File: src/sv/lsis_pkg.sv
package lsis_pkg;

  localparam int SIDE_MAX = 64;
  localparam int CW = $clog2(SIDE_MAX);
  localparam int NW = CW + 1;
  localparam int AW = 2 * CW;
  localparam int DEPTH = SIDE_MAX * SIDE_MAX;

  localparam int CNT_W = 13;
  localparam int EDGE_W = 15;
  localparam int ROWS = 5;

  localparam logic [NW-1:0] SIDE_MIN = NW'(2);
  localparam logic [NW-1:0] SIDE_TOP = NW'(SIDE_MAX);

  localparam logic [6:0] SIDE_RESET = 7'd50;
  localparam logic [15:0] INFECT_RESET = 16'd2621;
  localparam logic [15:0] RECOVER_RESET = 16'd6554;

  typedef enum logic [1:0] {
    KIND_CLEAR  = 2'd0,
    KIND_SEED   = 2'd1,
    KIND_EVENT  = 2'd2,
    KIND_SAMPLE = 2'd3
  } kind_t;

  typedef enum logic [1:0] {
    STAT_DONE    = 2'd0,
    STAT_REJECT  = 2'd1,
    STAT_OUTSIDE = 2'd2
  } status_t;

  typedef enum logic [1:0] {
    REG_SIDE    = 2'd0,
    REG_INFECT  = 2'd1,
    REG_RECOVER = 2'd2
  } reg_idx_t;

  typedef enum logic [2:0] {
    ST_CLEAR,
    ST_IDLE,
    ST_GATHER,
    ST_DECIDE,
    ST_ACCUM,
    ST_EMIT
  } state_t;

  typedef struct packed {
    logic       clr;
    logic       add;
    logic       cur;
    logic [2:0] count;
    logic [2:0] row;
  } stat_ctl_t;

endpackage

File: src/sv/lsis_stats.sv
module lsis_stats (
  input  logic                        clk,
  input  lsis_pkg::stat_ctl_t         ctl,
  output logic [lsis_pkg::CNT_W-1:0]  infected_with,
  output logic [lsis_pkg::CNT_W-1:0]  susceptible_with,
  output logic [lsis_pkg::CNT_W-1:0]  total,
  output logic [lsis_pkg::EDGE_W-1:0] si,
  output logic [lsis_pkg::EDGE_W-1:0] ii
);

  logic [lsis_pkg::CNT_W-1:0] ic [lsis_pkg::ROWS];
  logic [lsis_pkg::CNT_W-1:0] sc [lsis_pkg::ROWS];

  for (genvar i = 0; i < lsis_pkg::ROWS; i++) begin : g_row
    always_ff @(posedge clk) begin
      if (ctl.clr) begin
        ic[i] <= '0;
        sc[i] <= '0;
      end else if (ctl.add && ctl.count == 3'(i)) begin
        if (ctl.cur) begin
          ic[i] <= ic[i] + 1'b1;
        end else begin
          sc[i] <= sc[i] + 1'b1;
        end
      end
    end
  end

  always_ff @(posedge clk) begin
    if (ctl.clr) begin
      total <= '0;
      si <= '0;
      ii <= '0;
    end else if (ctl.add) begin
      if (ctl.cur) begin
        total <= total + 1'b1;
        ii <= ii + lsis_pkg::EDGE_W'(ctl.count);
      end else begin
        si <= si + lsis_pkg::EDGE_W'(ctl.count);
      end
    end
  end

  always_comb begin
    infected_with = '0;
    susceptible_with = '0;
    for (int i = 0; i < lsis_pkg::ROWS; i++) begin
      if (ctl.row == 3'(i)) begin
        infected_with = ic[i];
        susceptible_with = sc[i];
      end
    end
  end

endmodule

File: config.mk
export PLATFORM = sky130hd
export DESIGN_NAME = lsis_stats
export DESIGN_NICKNAME = d
export VERILOG_FILES = /design/src/sv/lsis_pkg.sv /design/src/sv/lsis_stats.sv
export SDC_FILE = /design/constraint.sdc
export NUM_CORES = 1
export LEC_CHECK = 0
export BUFFER_PORTS_ARGS = -buffer_cell sky130_fd_sc_hd__buf_2
export CAP_MARGIN = 40
export CORE_MARGIN = 3
export CORE_UTILIZATION = 50
export CTS_CLUSTER_SIZE = 14
export DETAILED_ROUTE_END_ITERATION = 10
export MAX_ROUTING_LAYER = met4
export PLACE_DENSITY_LB_ADDON = 0.25
export SLEW_MARGIN = 20
export SYNTH_ARGS = -nofsm -noshare
export SYNTH_HDL_FRONTEND = slang
export SYNTH_SLANG_ARGS = --single-unit
File: constraint.sdc
create_clock -name clk -period 5.2 [get_ports clk]
set_input_delay 0.52 -clock clk [delete_from_list [all_inputs] [get_ports clk]]
set_output_delay 0.52 -clock clk [all_outputs]
set_load 0.1 [all_outputs]
# Yosys cells after proc, flatten, opt, wreduce, memory -nomap -nowiden
# Memories as Yosys holds them, arrays and structs flattened.
# Index checks and enable logic that the tools add are counted.
[classes] n_addsub=13 eq_ne=8 muxes=54 bitwise_logic=11 n_reduce_logical=9
[op_table] cell="13-bit two-way mux" count=20
[op_table] cell="13-bit by 1-bit adder with 13-bit output, second input constant" count=11
[op_table] cell="1-bit two-way mux" count=34
[op_table] cell="15-bit by 3-bit adder with 15-bit output" count=2
[op_table] cell="3-bit by 2-bit == test with 1-bit output, second input constant" count=4
[op_table] cell="1-bit OR" count=10
[op_table] cell="3-bit by 1-bit == test with 1-bit output, second input constant" count=2
[op_table] cell="3-bit == test, second input constant" count=2
[op_table] cell="3-bit logical NOT" count=2
[op_table] cell="1-bit logical AND" count=5
[op_table] cell="2-bit AND reduction" count=2
[op_table] cell="1-bit NOT" count=1
[word_totals] regBits=43 mem_bits_rw=130 out_inout_bits=69 wordCells=100 n_memories=2
[memory_table] name="ic" depth=5 word_bits=13 rd=5 rd_clocked_by_memory_dff=0 write_ports=5 line="lsis_stats.sv:11" text="logic [lsis_pkg::CNT_W-1:0] ic [lsis_pkg::ROWS];"
[memory_table] name="sc" depth=5 word_bits=13 rd=5 rd_clocked_by_memory_dff=0 write_ports=5 line="lsis_stats.sv:12" text="logic [lsis_pkg::CNT_W-1:0] sc [lsis_pkg::ROWS];"

# Logic depth before layout (Yosys ltp)
[logic_depth] ltp_word=6 mapped_depth=7

# Least setup slack after synthesis
# OpenSTA, ideal clock, no wires.
[synth_path] path_type="in2out" start="input ctl[2] (netlist name)" end="output infected_with[0] (netlist name)" t_arrival_ps=2915 slack_ps=1765 cell_stages=6 path_buffers=2 path_cell_list="clkbuf_1 inv_1 nor2_1 clkbuf_1 a22oi_1 o22ai_1"
[synth_between] elab_chain_len=6
[synth_lines] item="from (decl)" line="lsis_stats.sv:3" text="input lsis_pkg::stat_ctl_t ctl,"
[synth_lines] item="3-bit logical NOT" line="lsis_stats.sv:48" text="if (ctl.row == 3'(i)) begin"
[synth_lines] item="13-bit two-way mux (4 in series)" line="lsis_stats.sv:48"
[synth_lines] item="13-bit two-way mux *" line="lsis_stats.sv:48"
[synth_lines] item="to (decl)" line="lsis_stats.sv:4" text="output logic [lsis_pkg::CNT_W-1:0] infected_with,"
# Every way passes the cells marked *; elsewhere a longest branch is shown, timed or not.

# Final worst setup path
[layout_path] start="input ctl[1] (netlist name)" end="output infected_with[7] (netlist name)"
# Same word-level chain as after synthesis.

==> metrics.md <==
| Metric | Value |
|---|---|
| Fillers | around 1700 |
| DRC viols | 0 |
| Syn_area_per_cell | 10.13 um2 |
| Total wire length | 23080 um |
| Routing usage on met1 | 0.3203 |
| Top Family by Delay on Critical Path | buffers and inverters |
| Routed wire per std cell | between 15 and 20 um |
| RSZ-0062 raised after global routing | no |
| Seq pwr share | 0.506 |
| Share of layout cells above drive strength 1 | 0.1307 |
| Status | finished clean |
| DIE WIDTH | 145.5 um |
| Layout Cells excl Fill | 1293 |
| Initial Util | 0.5147 |
| Pint | roughly 2.3 mW |
| Cells on Worst Hold Path | 2 |
| Worst r2r path cells | 7 |
| Clock Pin Slew Worst Setup and Hold Paths | 60 ps |
| Netlist cell types | 50 |
| Share of power burned in the clock network | 0.378 |
| CP most frequent cell | buf_2 |
| Min-Delay Path Class | flop to flop |
| Cts bufs inserted | 17 |
| Final setup vio count | 0 |
| Mapped Cells | 960 |
| R2R setup slack | 3050 ps |
| CP cell instances | buf_2 > and2_0 > a21oi_1 > o22ai_1 > buf_2 |
| Crit share post-route | 0.6166 |
| Max rail drop VDD | 0.2711 mV |
| First-pass GRT wire length | 37160 um |
| Vias per inst | 5.851 |
| Hold path startpoint | si[0]$_SDFFE_PP0P_ |
| Critical Path Source Type | input pin |
| Asr flop ratio synth | 0 |
| Worst Setup End Kind | output pin |
| Buffers and inverters on the worst path | 2 |
| Seq/Total Area, Yosys | 0.4900 |
| CTS tree | built |
| Slowest CP cell | and2_0 |
| LEAKAGE | 3.895 nW |
| Max H-tree Level | 4 |
| Yosys reg bits | ~170 |
| Largest fanout on the critical path | 30 |
| Num rows | 50 |
| Syn_nets | 989 |
| GPL Wtd Cong | 0.9073 |
| Gr usage total | 0.2225 |
| Max-slew violation count | 0 |
| Number of global-route vias before repair | 7079 |
| Hold EP | si[0]$_SDFFE_PP0P_ |
| Area growth syn-to-layout | 11.41% |
| Critical R2R Capture | ii[14]$_SDFFE_PP0P_ |
| # IOs | 79 |
| Skew-Pair Late Insertion Delay | approximately 430 ps |
| Initial antenna violation count | 0 |
| Core area | about 19000 um2 |
| Largest net degree at the start of global routing | 39 |
| Yosys warns | 0 |
| Busiest grt layer | met2 |
| Max cap viols | 0 |
| Initial DRC count | between 600 and 700 |
| Met3 Use GR | 0.04329 |
| Total gr overflow | 0 |
| Worst stage delay on the critical path | 780 ps |
| Via Count | 7565 |
| Post-CTS setup buffers | 0 |
| PostCTS Resize Cnt | 0 |
| Headroom to the max-slew limit | 0.4264 |
| Arr. time, crit path | 2690 ps |
| Clock sinks | roughly 170 |
| Cells after DPL | 1261 |
| Setup tns final | 0 ps |
| Tmin final | 3206 ps |
| WHS | 473.8 ps |
| Clk_skew | 8.782 ps |
| Full die area | 21160 um2 |
| Net Sw Frac | 0.2748 |
| Final Hold Vio Count | 0 |
| Reg2reg start | ii[0]$_SDFFE_PP0P_ |
| EDFF count, synth | between 100 and 150 |
| Fin util | 0.5734 |
| GR Layer Usage met2 | 0.3262 |
| Kind of critical path | input pin to output pin |
| Die Span Y | 145.5 um |
| Ant. Diodes | 0 |
| Req. time, crit path | 4680 ps |
| Mapped cell area | 9724 um2 |
| Pwr dens | 292.4 nW/um2 |
| Clk buf depth | 2 |
| Slew @ Worst Pin | 859.9 ps |
| ANT nets after route | 0 |
| Detailed Place HPWL | 16350 um |
| Pre-antenna DRT Iters | 5 |
| Port Buffer Count | 78 |
| Root Buffer | clkbuf_16 |
| Max Fclk | 311.9 MHz |
| Sw power | 0.8706 mW |
| Logic gate share of total power | 0.116 |
| Cts hold-fix bufs | 0 |
| Post-layout nets | 1049 |
| Top FF cell, synth | edfxtp_1 |
## how the worst max path moves through the flow
stage	startpoint	end	depth (start not counted)
floorplan	ctl[2]	infected_with[0]	6
global placement	ctl[1]	infected_with[3]	5
CTS	ctl[1]	infected_with[3]	5
global route	ctl[1]	susceptible_with[3]	5
finish	ctl[1]	infected_with[7]	5
detailed placement	ctl[1]	infected_with[3]	5
## power groups by stage
stage	registers [mW]	logic, mW	clock network [mW]
after global routing	1.61	0.392	1.27
final	1.60	0.368	1.20
after global placement	1.63	0.361	0
after CTS	1.60	0.368	1.21
after floorplan	1.63	0.272	0
after detailed placement	1.63	0.366	0
## sequential cells by signal, summed over array words and instances, names as in the netlist
register and cells:
ic 65, total 13, si 15, sc 65, ii 15
## per-layer routing
metal	wire (um)	part of all wire
met1	10670	0.46
met2	10270	0.44
met3	1889	0.082
met4	245	0.011
met5	0	0
## synthesized netlist by cell type (8+ instances only)
cell type    n  area [um2]
nand4_1     37       231.5
o22ai_1     14       87.58
edfxtp_1   130        3904
buf_2       10       50.05
inv_1       19       71.32
xnor2_1     65       569.3
nor2b_1      8       50.05
ha_1        17       212.7
a22oi_1     14       105.1
or3_1       10       62.56
o21ai_0     10       50.05
nor3_1      26       130.1
mux2i_1     14       140.1
and3_1      29       181.4
nand3_1     58       290.3
a21o_1      11       82.58
nand2_1     49       183.9
mux4_2      12       270.3
and4_1      11       96.34
a22o_1      12       105.1
clkbuf_1    30       112.6
nor4_1      10       62.56
dfxtp_1     43       860.8
xor2_1      61       534.3
a21oi_1     37       185.2
nor2_1     172       645.6
## cell families (layout without fill, tap and decap cells)
kind of cell             Yosys count  in the layout  share of synthesized area
AND/OR/NAND/NOR                  438            438                     0.2230
flip-flops                       173            173                     0.4900
XOR/XNOR                         126            126                     0.1135
AO/OA/AOI/OAI                    113            113                    0.07475
buffers and inverters             61            134                    0.02599
multiplexers                      30             30                    0.04683
adder cells (fa/ha/maj)           19             19                    0.02599
## placed cells by master (no fill, tap or decap), types with 11 or more instances in the layout
| cell type | synthesis | routed |
|---|---|---|
| nor2_1 | 172 | 172 |
| inv_1 | 19 | 19 |
| nor3_1 | 26 | 26 |
| nand4_1 | 37 | 37 |
| a21oi_1 | 37 | 37 |
| a21o_1 | 11 | 11 |
| mux4_2 | 12 | 12 |
| and4_1 | 11 | 11 |
| and3_1 | 29 | 29 |
| xor2_1 | 61 | 61 |
| dfxtp_1 | 43 | 43 |
| a22o_1 | 12 | 12 |
| o22ai_1 | 14 | 14 |
| buf_2 | 10 | 78 |
| nand3_1 | 58 | 58 |
| xnor2_1 | 65 | 65 |
| nand2_1 | 49 | 49 |
| clkbuf_16 | 0 | 19 |
| mux2i_1 | 14 | 14 |
| a22oi_1 | 14 | 14 |
| ha_1 | 17 | 17 |
| edfxtp_1 | 130 | 130 |
## worst min-delay path, cell delays in order, from the launching register on
cell and delay [ps]:
dfxtp_1 320, nand2_1 50, a21oi_1 50
## stage by stage
step | instance area [um2] | setup slack [ps] | power, mW
floorplan | 9724 | 1765 | 1.906
global placement | 10280 | 1924 | 1.990
detailed placement | 10300 | 2041 | 1.996
CTS | 10830 | 2009 | 3.178
global route | 10830 | 1871 | 3.275
finish | 10830 | 1994 | 3.168
## area by class of cell
cell class | count | area [um2] | area share
clock buffers | 26 | 505.5 | 0.04666
clock inverters | 6 | 32.53 | 0.003003
inverters | 19 | 71.32 | 0.006583
multi-input cells | 726 | 4707 | 0.4345
flip-flops and latches | 173 | 4765 | 0.4398
well taps | 260 | 325.3 | 0.03003
repair buffers | 83 | 427.9 | 0.03950
No activity file was read; power rests on OpenSTA's default activity.
